===== config.mk =====
export PLATFORM = sky130hd
export DESIGN_NAME = framed_control_report_demux_core
export DESIGN_NICKNAME = d
export VERILOG_FILES = /design/src/rtl/fcrd_pkg.sv /design/src/rtl/fcrd_ram.sv /design/src/rtl/fcrd_front.sv /design/src/rtl/fcrd_queue.sv /design/src/rtl/fcrd_back.sv /design/src/rtl/framed_control_report_demux_core.sv
export SDC_FILE = /design/constraint.sdc
export NUM_CORES = 2
export LEC_CHECK = 0
export BUFFER_PORTS_ARGS = -buffer_cell sky130_fd_sc_hd__buf_2
export CAP_MARGIN = 20
export CORE_MARGIN = 5
export CORE_UTILIZATION = 68
export CTS_BUF_LIST = sky130_fd_sc_hd__clkbuf_16
export CTS_CLUSTER_DIAMETER = 200
export DETAILED_ROUTE_END_ITERATION = 16
export PLACE_DENSITY = 0.85
export SETUP_SLACK_MARGIN = 0.15
export SYNTH_ARGS = -nofsm -noshare
export SYNTH_HDL_FRONTEND = slang
export SYNTH_SLANG_ARGS = --single-unit

===== constraint.sdc =====
create_clock -name clk -period 7.88 [get_ports clk]
set_input_delay 0.394 -clock clk [delete_from_list [all_inputs] [get_ports clk]]
set_output_delay 0.394 -clock clk [all_outputs]
set_load 0.03 [all_outputs]

===== src/rtl/fcrd_pkg.sv =====
`timescale 1ns / 1ps
// Shared types and constants for the framed control report demultiplexer.
package fcrd_pkg;

    localparam logic [7:0]  SYNC_BYTE   = 8'hAA;
    localparam logic [7:0]  FRAME_BYTE  = 8'h55;
    localparam logic [15:0] AXIS_BIAS   = 16'h8000;
    localparam logic [3:0]  HAT_CENTER  = 4'hF;
    localparam int          HAT_STEPS   = 8;
    localparam int          REPORT_LEN  = 34;
    localparam int          BUTTON_BYTES = 16;
    localparam int          MAX_BUTTONS = 128;
    localparam int          MAX_AXES    = 8;
    localparam int          MAX_HATS    = 4;
    localparam int          QUEUE_DEPTH = 4;

    typedef enum logic [1:0] {
        KIND_AXIS   = 2'd0,
        KIND_BUTTON = 2'd1,
        KIND_HAT    = 2'd2,
        KIND_NONE   = 2'd3
    } bind_kind_t;

    typedef enum logic [1:0] {
        CMD_FWD1  = 2'd0,
        CMD_FWD2  = 2'd1,
        CMD_FRAME = 2'd2,
        CMD_BIND  = 2'd3
    } cmd_op_t;

    // FWD: arg[7:0] byte. FRAME: {value, id}. BIND: {slot, live, kind, id, target}.
    typedef struct packed {
        cmd_op_t     op;
        logic [31:0] arg;
    } cmd_t;

    typedef struct packed {
        bind_kind_t  kind;
        logic [15:0] id;
        logic [7:0]  target;
    } bind_ent_t;

endpackage


===== src/rtl/fcrd_ram.sv =====
`timescale 1ns / 1ps
// Generic single-write, single-read RAM with registered read data.
module fcrd_ram #(
    parameter int WIDTH = 8,
    parameter int DEPTH = 32,
    parameter int AW    = (DEPTH > 1) ? $clog2(DEPTH) : 1
) (
    input  logic             clk,
    input  logic             wr_en,
    input  logic [AW-1:0]    wr_addr,
    input  logic [WIDTH-1:0] wr_data,
    input  logic             rd_en,
    input  logic [AW-1:0]    rd_addr,
    output logic [WIDTH-1:0] rd_data
);

    logic [WIDTH-1:0] mem [DEPTH];
    logic [WIDTH-1:0] rd_data_reg;

    always_ff @(posedge clk)
    begin
        if (wr_en)
        begin
            mem[wr_addr] <= wr_data;
        end
        if (rd_en)
        begin
            rd_data_reg <= mem[rd_addr];
        end
    end

    assign rd_data = rd_data_reg;

endmodule


===== src/rtl/fcrd_front.sv =====
`timescale 1ns / 1ps
// Front end: accepts transactions, parses the byte stream and queues commands.
module fcrd_front (
    input  logic                clk,
    input  logic                rst_n,
    input  logic                in_valid,
    output logic                in_ready,
    input  logic                action,
    input  logic [7:0]          serial_data,
    input  logic [4:0]          bind_slot,
    input  logic                bind_valid,
    input  logic [1:0]          bind_kind,
    input  logic [15:0]         bind_control_id,
    input  logic [7:0]          bind_target,
    input  logic                q_full,
    output logic                q_push,
    output fcrd_pkg::cmd_t      q_cmd
);
    import fcrd_pkg::*;

    typedef enum logic [1:0] {
        PH_IDLE  = 2'd0,
        PH_SYNC  = 2'd1,
        PH_FRAME = 2'd2
    } phase_t;

    phase_t      phase_reg, phase_next;
    logic [1:0]  cnt_reg, cnt_next;
    logic [7:0]  fb_reg [3];
    logic        fb_we;
    logic        accept;

    assign in_ready = !q_full;
    assign accept   = in_valid && in_ready;

    always_comb
    begin
        phase_next = phase_reg;
        cnt_next   = cnt_reg;
        fb_we      = 1'b0;
        q_push     = 1'b0;
        q_cmd.op   = CMD_FWD1;
        q_cmd.arg  = {24'd0, serial_data};
        if (accept)
        begin
            if (action)
            begin
                q_push    = 1'b1;
                q_cmd.op  = CMD_BIND;
                q_cmd.arg = {bind_slot, bind_valid, bind_kind, bind_control_id, bind_target};
            end
            else
            begin
                unique case (phase_reg)
                    PH_SYNC:
                    begin
                        phase_next = PH_IDLE;
                        if (serial_data == FRAME_BYTE)
                        begin
                            phase_next = PH_FRAME;
                            cnt_next   = 2'd0;
                        end
                        else
                        begin
                            q_push   = 1'b1;
                            q_cmd.op = CMD_FWD2;
                        end
                    end
                    PH_FRAME:
                    begin
                        if (cnt_reg != 2'd3)
                        begin
                            fb_we    = 1'b1;
                            cnt_next = cnt_reg + 2'd1;
                        end
                        else
                        begin
                            q_push     = 1'b1;
                            q_cmd.op   = CMD_FRAME;
                            q_cmd.arg  = {serial_data, fb_reg[2], fb_reg[1], fb_reg[0]};
                            cnt_next   = 2'd0;
                            phase_next = PH_IDLE;
                        end
                    end
                    default:
                    begin
                        if (serial_data == SYNC_BYTE)
                        begin
                            phase_next = PH_SYNC;
                        end
                        else
                        begin
                            phase_next = PH_IDLE;
                            q_push     = 1'b1;
                        end
                    end
                endcase
            end
        end
    end

    always_ff @(posedge clk or negedge rst_n)
    begin
        if (!rst_n)
        begin
            phase_reg <= PH_IDLE;
            cnt_reg   <= 2'd0;
        end
        else
        begin
            phase_reg <= phase_next;
            cnt_reg   <= cnt_next;
        end
    end

    always_ff @(posedge clk)
    begin
        if (fb_we)
        begin
            fb_reg[cnt_reg] <= serial_data;
        end
    end

    a_cnt_in_frame: assert property (@(posedge clk) disable iff (!rst_n)
        (cnt_reg != 2'd0) |-> (phase_reg == PH_FRAME))
        else $error("frame byte count set outside a frame");

endmodule


===== src/rtl/fcrd_queue.sv =====
`timescale 1ns / 1ps
// Short command queue between the parser and the report engine.
module fcrd_queue (
    input  logic            clk,
    input  logic            rst_n,
    input  logic            push,
    input  fcrd_pkg::cmd_t  push_cmd,
    output logic            full,
    input  logic            pop,
    output logic            q_valid,
    output fcrd_pkg::cmd_t  q_cmd
);
    import fcrd_pkg::*;

    localparam int PW = $clog2(QUEUE_DEPTH);
    localparam int CW = $clog2(QUEUE_DEPTH + 1);

    cmd_t            slot_reg [QUEUE_DEPTH];
    logic [PW-1:0]   wr_ptr_reg;
    logic [PW-1:0]   rd_ptr_reg;
    logic [CW-1:0]   count_reg;

    assign full    = (count_reg == CW'(QUEUE_DEPTH));
    assign q_valid = (count_reg != '0);
    assign q_cmd   = slot_reg[rd_ptr_reg];

    always_ff @(posedge clk or negedge rst_n)
    begin
        if (!rst_n)
        begin
            wr_ptr_reg <= '0;
            rd_ptr_reg <= '0;
            count_reg  <= '0;
        end
        else
        begin
            if (push)
            begin
                wr_ptr_reg <= wr_ptr_reg + PW'(1);
            end
            if (pop)
            begin
                rd_ptr_reg <= rd_ptr_reg + PW'(1);
            end
            if (push && !pop)
            begin
                count_reg <= count_reg + CW'(1);
            end
            else if (pop && !push)
            begin
                count_reg <= count_reg - CW'(1);
            end
        end
    end

    always_ff @(posedge clk)
    begin
        if (push)
        begin
            slot_reg[wr_ptr_reg] <= push_cmd;
        end
    end

    a_no_overflow: assert property (@(posedge clk) disable iff (!rst_n)
        push |-> (!full || pop))
        else $error("command queue overflow");

    a_no_underflow: assert property (@(posedge clk) disable iff (!rst_n)
        pop |-> q_valid)
        else $error("command queue underflow");

endmodule


===== src/rtl/fcrd_back.sv =====
`timescale 1ns / 1ps
// Back end: binding table, report state, binding walk and result emission.
module fcrd_back #(
    parameter int BINDINGS     = 32,
    parameter int AXIS_COUNT   = 8,
    parameter int BUTTON_COUNT = 128,
    parameter int HAT_COUNT    = 4
) (
    input  logic            clk,
    input  logic            rst_n,
    input  logic            q_valid,
    input  fcrd_pkg::cmd_t  q_cmd,
    output logic            q_pop,
    output logic            out_valid,
    input  logic            out_ready,
    output logic            out_kind,
    output logic [7:0]      out_data,
    output logic            last_of_run
);
    import fcrd_pkg::*;

    localparam int IDXW = (BINDINGS > 1) ? $clog2(BINDINGS) : 1;
    localparam int CW   = $clog2(BINDINGS + 1);
    localparam int BW   = $clog2(BUTTON_COUNT);
    localparam int AXW  = (AXIS_COUNT > 1) ? $clog2(AXIS_COUNT) : 1;
    localparam int HW   = (HAT_COUNT > 1) ? $clog2(HAT_COUNT) : 1;

    typedef enum logic [1:0] {
        S_IDLE = 2'd0,
        S_FWD  = 2'd1,
        S_WALK = 2'd2,
        S_EMIT = 2'd3
    } state_t;

    state_t                  state_reg;
    logic [BINDINGS-1:0]     live_reg;
    logic [BUTTON_COUNT-1:0] btn_reg;
    logic [15:0]             axis_reg [AXIS_COUNT];
    logic [3:0]              hat_reg [HAT_COUNT];
    logic [15:0]             frame_id_reg;
    logic [15:0]             frame_val_reg;
    logic [CW-1:0]           rd_cnt_reg;
    logic                    chk_valid_reg;
    logic [IDXW-1:0]         chk_idx_reg;
    logic                    hit_reg;
    logic [5:0]              emit_cnt_reg;
    logic [7:0]              fwd_byte_reg;
    logic                    fwd_two_reg;
    logic                    fwd_cnt_reg;
    logic                    out_valid_reg;
    logic                    out_kind_reg;
    logic [7:0]              out_data_reg;
    logic                    out_last_reg;

    logic                    out_free;
    logic                    out_load;
    logic                    bind_we;
    logic                    slot_ok;
    logic [IDXW-1:0]         bind_addr;
    logic                    rd_en;
    logic [IDXW-1:0]         rd_addr;
    logic [$bits(bind_ent_t)-1:0] rd_word;
    bind_ent_t               ent;
    logic                    match;
    logic [3:0]              hat_nib;
    logic [MAX_BUTTONS-1:0]  btn_full;
    logic [4*MAX_HATS-1:0]   hat_full;
    logic [15:0]             axis_full [MAX_AXES];
    logic [5:0]              ax_off;
    logic [7:0]              report_byte;
    logic                    report_last;

    assign out_free  = !out_valid_reg || out_ready;
    assign out_load  = out_free && ((state_reg == S_FWD) || (state_reg == S_EMIT));
    assign q_pop     = (state_reg == S_IDLE) && q_valid;
    assign slot_ok   = int'(q_cmd.arg[31:27]) < BINDINGS;
    assign bind_we   = q_pop && (q_cmd.op == CMD_BIND) && slot_ok;
    assign bind_addr = IDXW'(q_cmd.arg[31:27]);
    assign rd_en     = (state_reg == S_WALK) && (rd_cnt_reg < CW'(BINDINGS));
    assign rd_addr   = rd_cnt_reg[IDXW-1:0];

    fcrd_ram #(
        .WIDTH ($bits(bind_ent_t)),
        .DEPTH (BINDINGS)
    ) u_bind_ram (
        .clk     (clk),
        .wr_en   (bind_we),
        .wr_addr (bind_addr),
        .wr_data (q_cmd.arg[$bits(bind_ent_t)-1:0]),
        .rd_en   (rd_en),
        .rd_addr (rd_addr),
        .rd_data (rd_word)
    );

    assign ent   = bind_ent_t'(rd_word);
    assign match = live_reg[chk_idx_reg] && (ent.kind != KIND_NONE)
                   && (ent.id == frame_id_reg);

    always_comb
    begin
        if (frame_val_reg == 16'd0 || frame_val_reg > 16'(HAT_STEPS))
        begin
            hat_nib = HAT_CENTER;
        end
        else
        begin
            hat_nib = 4'(frame_val_reg - 16'd1);
        end
    end

    // Unstored targets read back as their reset value.
    always_comb
    begin
        btn_full = '0;
        btn_full[BUTTON_COUNT-1:0] = btn_reg;
        hat_full = '1;
        for (int h = 0; h < HAT_COUNT; h++)
        begin
            hat_full[4*h +: 4] = hat_reg[h];
        end
        for (int a = 0; a < MAX_AXES; a++)
        begin
            axis_full[a] = 16'd0;
        end
        for (int a = 0; a < AXIS_COUNT; a++)
        begin
            axis_full[a] = axis_reg[a];
        end
    end

    assign ax_off      = emit_cnt_reg - 6'(BUTTON_BYTES + 2);
    assign report_last = (emit_cnt_reg == 6'(REPORT_LEN - 1));

    always_comb
    begin
        priority if (emit_cnt_reg < 6'(BUTTON_BYTES))
        begin
            report_byte = btn_full[{emit_cnt_reg[3:0], 3'b000} +: 8];
        end
        else if (emit_cnt_reg == 6'(BUTTON_BYTES))
        begin
            report_byte = hat_full[7:0];
        end
        else if (emit_cnt_reg == 6'(BUTTON_BYTES + 1))
        begin
            report_byte = hat_full[15:8];
        end
        else if (ax_off[0])
        begin
            report_byte = axis_full[ax_off[3:1]][15:8];
        end
        else
        begin
            report_byte = axis_full[ax_off[3:1]][7:0];
        end
    end

    always_ff @(posedge clk or negedge rst_n)
    begin
        if (!rst_n)
        begin
            state_reg     <= S_IDLE;
            live_reg      <= '0;
            btn_reg       <= '0;
            for (int a = 0; a < AXIS_COUNT; a++)
            begin
                axis_reg[a] <= 16'd0;
            end
            for (int h = 0; h < HAT_COUNT; h++)
            begin
                hat_reg[h] <= HAT_CENTER;
            end
            frame_id_reg  <= 16'd0;
            frame_val_reg <= 16'd0;
            rd_cnt_reg    <= '0;
            chk_valid_reg <= 1'b0;
            chk_idx_reg   <= '0;
            hit_reg       <= 1'b0;
            emit_cnt_reg  <= 6'd0;
            fwd_byte_reg  <= 8'd0;
            fwd_two_reg   <= 1'b0;
            fwd_cnt_reg   <= 1'b0;
            out_valid_reg <= 1'b0;
            out_kind_reg  <= 1'b0;
            out_data_reg  <= 8'd0;
            out_last_reg  <= 1'b0;
        end
        else
        begin
            if (out_load)
            begin
                out_valid_reg <= 1'b1;
            end
            else if (out_valid_reg && out_ready)
            begin
                out_valid_reg <= 1'b0;
            end

            unique case (state_reg)
                S_IDLE:
                begin
                    if (q_pop)
                    begin
                        unique case (q_cmd.op)
                            CMD_FWD1, CMD_FWD2:
                            begin
                                fwd_byte_reg <= q_cmd.arg[7:0];
                                fwd_two_reg  <= (q_cmd.op == CMD_FWD2);
                                fwd_cnt_reg  <= 1'b0;
                                state_reg    <= S_FWD;
                            end
                            CMD_FRAME:
                            begin
                                frame_id_reg  <= q_cmd.arg[15:0];
                                frame_val_reg <= q_cmd.arg[31:16];
                                rd_cnt_reg    <= '0;
                                chk_valid_reg <= 1'b0;
                                hit_reg       <= 1'b0;
                                state_reg     <= S_WALK;
                            end
                            CMD_BIND:
                            begin
                                if (slot_ok)
                                begin
                                    live_reg[bind_addr] <= q_cmd.arg[26];
                                end
                            end
                            default:
                            begin
                            end
                        endcase
                    end
                end

                S_FWD:
                begin
                    if (out_free)
                    begin
                        out_kind_reg  <= 1'b0;
                        if (fwd_two_reg && !fwd_cnt_reg)
                        begin
                            out_data_reg <= SYNC_BYTE;
                            out_last_reg <= 1'b0;
                            fwd_cnt_reg  <= 1'b1;
                        end
                        else
                        begin
                            out_data_reg <= fwd_byte_reg;
                            out_last_reg <= 1'b1;
                            state_reg    <= S_IDLE;
                        end
                    end
                end

                S_WALK:
                begin
                    // Read slot n while checking slot n-1.
                    if (rd_en)
                    begin
                        rd_cnt_reg <= rd_cnt_reg + CW'(1);
                    end
                    chk_valid_reg <= rd_en;
                    chk_idx_reg   <= rd_addr;
                    if (chk_valid_reg && match)
                    begin
                        hit_reg <= 1'b1;
                        unique case (ent.kind)
                            KIND_AXIS:
                            begin
                                if (int'(ent.target) < AXIS_COUNT)
                                begin
                                    axis_reg[ent.target[AXW-1:0]] <= frame_val_reg ^ AXIS_BIAS;
                                end
                            end
                            KIND_BUTTON:
                            begin
                                if (int'(ent.target) < BUTTON_COUNT)
                                begin
                                    btn_reg[ent.target[BW-1:0]] <= (frame_val_reg != 16'd0);
                                end
                            end
                            KIND_HAT:
                            begin
                                if (int'(ent.target) < HAT_COUNT)
                                begin
                                    hat_reg[ent.target[HW-1:0]] <= hat_nib;
                                end
                            end
                            default:
                            begin
                            end
                        endcase
                    end
                    if (!rd_en && !chk_valid_reg)
                    begin
                        emit_cnt_reg <= 6'd0;
                        state_reg    <= hit_reg ? S_EMIT : S_IDLE;
                    end
                end

                S_EMIT:
                begin
                    if (out_free)
                    begin
                        out_kind_reg  <= 1'b1;
                        out_data_reg  <= report_byte;
                        out_last_reg  <= report_last;
                        emit_cnt_reg  <= emit_cnt_reg + 6'd1;
                        if (report_last)
                        begin
                            state_reg <= S_IDLE;
                        end
                    end
                end

                default:
                begin
                    state_reg <= S_IDLE;
                end
            endcase
        end
    end

    assign out_valid   = out_valid_reg;
    assign out_kind    = out_kind_reg;
    assign out_data    = out_data_reg;
    assign last_of_run = out_last_reg;

    a_chk_in_walk: assert property (@(posedge clk) disable iff (!rst_n)
        chk_valid_reg |-> (state_reg == S_WALK))
        else $error("binding check outside the walk");

    a_emit_bound: assert property (@(posedge clk) disable iff (!rst_n)
        (state_reg == S_EMIT) |-> (emit_cnt_reg < 6'(REPORT_LEN)))
        else $error("report byte counter past report end");

    a_walk_bound: assert property (@(posedge clk) disable iff (!rst_n)
        rd_cnt_reg <= CW'(BINDINGS))
        else $error("binding walk past table end");

endmodule


===== src/rtl/framed_control_report_demux_core.sv =====
`timescale 1ns / 1ps
// Top level of the framed control report demultiplexer.
// Forwarded byte: queued, then sent out by the report engine; the second byte of a
// broken opener follows a re-sent sync byte.
// Binding write: taken by the report engine, no result.
// Complete frame: the binding RAM is walked one slot per cycle, then, if any binding
// matched, 34 report bytes go out at one per cycle while the receiver is ready.
module framed_control_report_demux_core #(
    parameter int BINDINGS     = 32,
    parameter int AXIS_COUNT   = 8,
    parameter int BUTTON_COUNT = 128,
    parameter int HAT_COUNT    = 4
) (
    input  logic        clk,
    input  logic        rst_n,
    input  logic        in_valid,
    output logic        in_ready,
    input  logic        action,
    input  logic [7:0]  serial_data,
    input  logic [4:0]  bind_slot,
    input  logic        bind_valid,
    input  logic [1:0]  bind_kind,
    input  logic [15:0] bind_control_id,
    input  logic [7:0]  bind_target,
    output logic        out_valid,
    input  logic        out_ready,
    output logic        out_kind,
    output logic [7:0]  out_data,
    output logic        last_of_run
);
    import fcrd_pkg::*;

    // Reset clears parser, queue, live bits and report (hats centered); binding RAM is not
    // cleared.

    logic  push;
    cmd_t  push_cmd;
    logic  q_full;
    logic  q_pop;
    logic  q_valid;
    cmd_t  q_cmd;

    fcrd_front u_front (
        .clk             (clk),
        .rst_n           (rst_n),
        .in_valid        (in_valid),
        .in_ready        (in_ready),
        .action          (action),
        .serial_data     (serial_data),
        .bind_slot       (bind_slot),
        .bind_valid      (bind_valid),
        .bind_kind       (bind_kind),
        .bind_control_id (bind_control_id),
        .bind_target     (bind_target),
        .q_full          (q_full),
        .q_push          (push),
        .q_cmd           (push_cmd)
    );

    fcrd_queue u_queue (
        .clk      (clk),
        .rst_n    (rst_n),
        .push     (push),
        .push_cmd (push_cmd),
        .full     (q_full),
        .pop      (q_pop),
        .q_valid  (q_valid),
        .q_cmd    (q_cmd)
    );

    fcrd_back #(
        .BINDINGS     (BINDINGS),
        .AXIS_COUNT   (AXIS_COUNT),
        .BUTTON_COUNT (BUTTON_COUNT),
        .HAT_COUNT    (HAT_COUNT)
    ) u_back (
        .clk         (clk),
        .rst_n       (rst_n),
        .q_valid     (q_valid),
        .q_cmd       (q_cmd),
        .q_pop       (q_pop),
        .out_valid   (out_valid),
        .out_ready   (out_ready),
        .out_kind    (out_kind),
        .out_data    (out_data),
        .last_of_run (last_of_run)
    );

endmodule


==> results.py <==
metrics = {
    "run_status": {
        "status": "finished clean",
    },
    "sta": {
        "fmax_mhz": 233.1,
        "setup_violations": 0,
        "maxSlewHeadroom_pct": 14.62,
        "min_period_ns": 4.290,
        "finalHoldViolations": 0,
        "finalCritPeriodShare_pct": 54.44,
        "tightest_slew_ns": 1.271,
        "finClkSkew_ns": 0.04041,
        "fin_setup_tns_ns": 0,
        "rsz0062_at_grt": "no",
        "drv_slew": 0,
    },
    "critical_path": {
        "worst_path_max_delay_cell": "nor2_4",
        "rr_worst_depth": 6,
        "reg2reg_slack_ns": 3.59,
        "path_max_fanout": 31,
        "r2r-end": "u_back.live_reg[1]$_DFFE_PN0P_",
        "crit_family": "simple AND/OR/NAND/NOR gates",
        "r2r-start": "u_queue.rd_ptr_reg[0]$_DFFE_PN0P_",
        "critPathMaxStageDelay_ns": 0.96,
        "critPathRequiredTime_ns": 8.49,
        "path_class": "flip-flop to flip-flop",
        "worstSetupEndpointType": "flip-flop",
        "cp_cell_sequence": "buf_4, mux4_2, nor3_1, nand2_1, nor2_4, mux2_2",
        "crit_buf_inv": 1,
        "cp.arrival_ns": 4.90,
        "startpoint_type": "flip-flop",
    },
    "clock_network": {
        "clock-sinks": 1407,
        "cts_buffer_depth": 3,
        "ctsResizeCount": 0,
        "cts_tree": "done",
        "clock_latency_ns": 0.77,
        "cts_buffers": 136,
        "root_buffer": "clkbuf_16",
        "htreeDepth": 4,
        "clk_pin_slew_ns": 0.07,
    },
    "synth": {
        "synth.avg_cell_area_sq_um": 19.41,
        "syn_nets": 3067,
        "synth-async-reset-ratio_pct": 27.65,
        "syn_area_sq_um": 58260,
        "ys_seq_area_share_pct": 69.21,
        "ys.flop_type": "edfxtp_1",
        "synth-seq-cells": 1407,
        "synth_cell_type_count": 67,
        "yosys_warnings": 0,
        "synth_edf_count": 1018,
        "postSynthCellCount": 3002,
    },
    "route": {
        "vias_per_cell": 7.466,
        "wl_per_cell_microns": 35.29,
        "wl_microns": 151900,
        "drc": 0,
        "drtPass1Iterations": 6,
        "dr.first_iter.drc_count": 4794,
        "via_count": 32132,
        "antenna_left": 0,
    },
    "finish": {
        "layout-area-overhead-vs-synth_pct": 10.07,
        "fin_cells": 4304,
        "final_net_count": 3105,
        "final_cell_mix": "edfxtp_1, mux4_2, dfrtp_1, mux2_2, clkbuf_16",
        "largest_reg_flops": 832,
        "post-route-util_pct": 75.32,
        "final_common_cell": "edfxtp_1",
        "fillerInstances": 4323,
        "drive_gt1_share_pct": 33.82,
    },
    "power_and_ir_drop": {
        "ir_drop_mv": 0.3431,
        "p_leak_nw": 22.65,
        "powerDensity_nw_per_um2": 338.2,
    },
    "grt": {
        "grt_max_degree": 160,
        "grt_pass1_vias": 32351,
        "grt_pass1_wl_microns": 223500,
        "gr-total-overflow": 0,
        "grt_util_all_layers_pct": 34.02,
        "antenna_found_initial": 19,
    },
    "job": {
        "cap_violations": 0,
    },
    "floorplan": {
        "io_pins": 57,
        "dieArea_sq_um": 91640,
        "start_util_pct": 68.43,
        "core_area_sq_um": 85150,
        "rows": 107,
        "die_x_microns": 302.7,
        "chipHeight_microns": 302.7,
    },
    "placement": {
        "hpwl_microns": 84790,
        "port_buffers": 56,
        "place.gp.congestion": 0.9270,
        "dpl.cell_count": 4032,
    },
    "min_path": {
        "hold_start": "out_ready",
        "hold_class": "primary input to flip-flop",
        "hold_depth": 3,
        "whs_endpoint": "u_back.out_valid$_DFFE_PN0P_",
    },
}
==> worst min-delay path, cell delays in order <==
cell and delay, ns:
buf_2 0.08, nand2b_1 0.18, nand2b_1 0.07
==> power by group <==
group | switching (mW) | leakage (nW) | internal [mW] | total, mW
clock network | 2.84 | 2.23 | 3.49 | 6.34
logic | 3.62 | 5.97 | 1.57 | 5.19
registers | 0.579 | 14.5 | 9.58 | 10.2
==> area by class of cell <==
class                      count  area, sq um  share of cell area [%]
sequential                  1407        40340                   62.91
antenna                        8        20.02                 0.03122
clock buffer                 139         3478                   5.424
inverter                      28        105.1                  0.1639
tap                         1144         1431                   2.232
clock inverter               111        824.5                   1.286
timing repair buffer         112        790.8                   1.233
multi-input combinational   1355        17140                   26.72
==> metrics by stage <==
| step | hold slack (ns) | power [mW] | area [sq um] | setup slack [ns] |
|---|---|---|---|---|
| after global routing | 0.05309 | 22.25 | 64110 | 3.387 |
| after global placement | 0.4568 | 14.91 | 59640 | 3.610 |
| after CTS | 0.004203 | 21.60 | 64040 | 3.554 |
| final | 0.03367 | 21.69 | 64130 | 3.590 |
| after floorplan | 0.09841 | 13.00 | 58260 | 4.236 |
| after detailed placement | 0.4712 | 15.23 | 59650 | 3.622 |
==> worst max-delay path by stage <==
stage,startpoint,end,slack [ns],depth (start not counted)
global placement,u_queue.rd_ptr_reg[0]$_DFFE_PN0P_,u_back.live_reg[5]$_DFFE_PN0P_,3.61,6
floorplan,u_back.emit_cnt_reg[1]$_DFFE_PN0P_,u_back.out_data[6]$_DFFE_PN0P_,4.24,12
detailed placement,u_queue.rd_ptr_reg[0]$_DFFE_PN0P_,u_back.live_reg[21]$_DFFE_PN0P_,3.62,6
CTS,u_queue.rd_ptr_reg[0]$_DFFE_PN0P_,u_back.live_reg[21]$_DFFE_PN0P_,3.55,6
global route,u_queue.rd_ptr_reg[0]$_DFFE_PN0P_,u_back.live_reg[1]$_DFFE_PN0P_,3.39,6
finish,u_queue.rd_ptr_reg[0]$_DFFE_PN0P_,u_back.live_reg[1]$_DFFE_PN0P_,3.59,6
==> Yosys cell counts (4+ instances only) <==
| master | instances | area [sq um] |
|---|---|---|
| mux2_1 | 45 | 506.7 |
| o2111ai_4 | 5 | 131.4 |
| buf_1 | 35 | 131.4 |
| and2_1 | 11 | 68.82 |
| buf_4 | 4 | 30.03 |
| mux2i_1 | 23 | 230.2 |
| dfstp_2 | 16 | 420.4 |
| dfrtp_1 | 373 | 9334 |
| o21ai_0 | 19 | 95.09 |
| nor3_1 | 23 | 115.1 |
| nand2b_1 | 12 | 75.07 |
| and3_1 | 7 | 43.79 |
| buf_2 | 49 | 245.2 |
| a22oi_1 | 25 | 187.7 |
| o2111ai_1 | 128 | 1121 |
| a21oi_1 | 18 | 90.09 |
| nor2_1 | 98 | 367.9 |
| inv_1 | 26 | 97.59 |
| edfxtp_1 | 1018 | 30570 |
| nand3_1 | 14 | 70.07 |
| ha_1 | 19 | 237.7 |
| nand3b_1 | 8 | 60.06 |
| nor4_1 | 7 | 43.79 |
| xnor2_1 | 11 | 96.34 |
| o22ai_1 | 5 | 31.28 |
| buf_6 | 11 | 123.9 |
| nor2b_1 | 4 | 25.02 |
| xor2_1 | 22 | 192.7 |
| nand2_1 | 83 | 311.6 |
| clkbuf_1 | 110 | 412.9 |
| a2111oi_0 | 5 | 43.79 |
| mux2_2 | 326 | 3671 |
| a211oi_1 | 5 | 37.54 |
| mux4_1 | 5 | 131.4 |
| mux4_2 | 372 | 8378 |
==> layer usage <==
metal  GRT usage (%)  routed length, microns  part of all wire, %
met1           45.80                   51760                   34
met3           7.893                   16600                   11
met4           14.66                    7914                  5.2
met5               0                      59                0.039
met2           54.84                   75540                   50
==> cells by family (layout without fill, tap and decap cells) <==
logic type                 count (synthesis)  in the layout  share of synthesized area, %
buffers and inverters                    240            390                         1.825
AOI/OAI and AO/OA                        240            240                         3.472
other                                      0              8                             0
xor gates and xnor gates                  33             33                        0.4960
adders and majority gates                 20             20                        0.4424
muxes                                    771            771                         22.17
and+or+nand+nor                          291            291                         2.386
DFF                                     1407           1407                         69.21
==> repair_timing <==
action,CTS,global route
hold endpoints to repair,118,0
endpoints found under the setup margin,0,0
buffers inserted,0,0
hold buffers,9,0
Note: power is estimated with default switching activity, not from simulation.
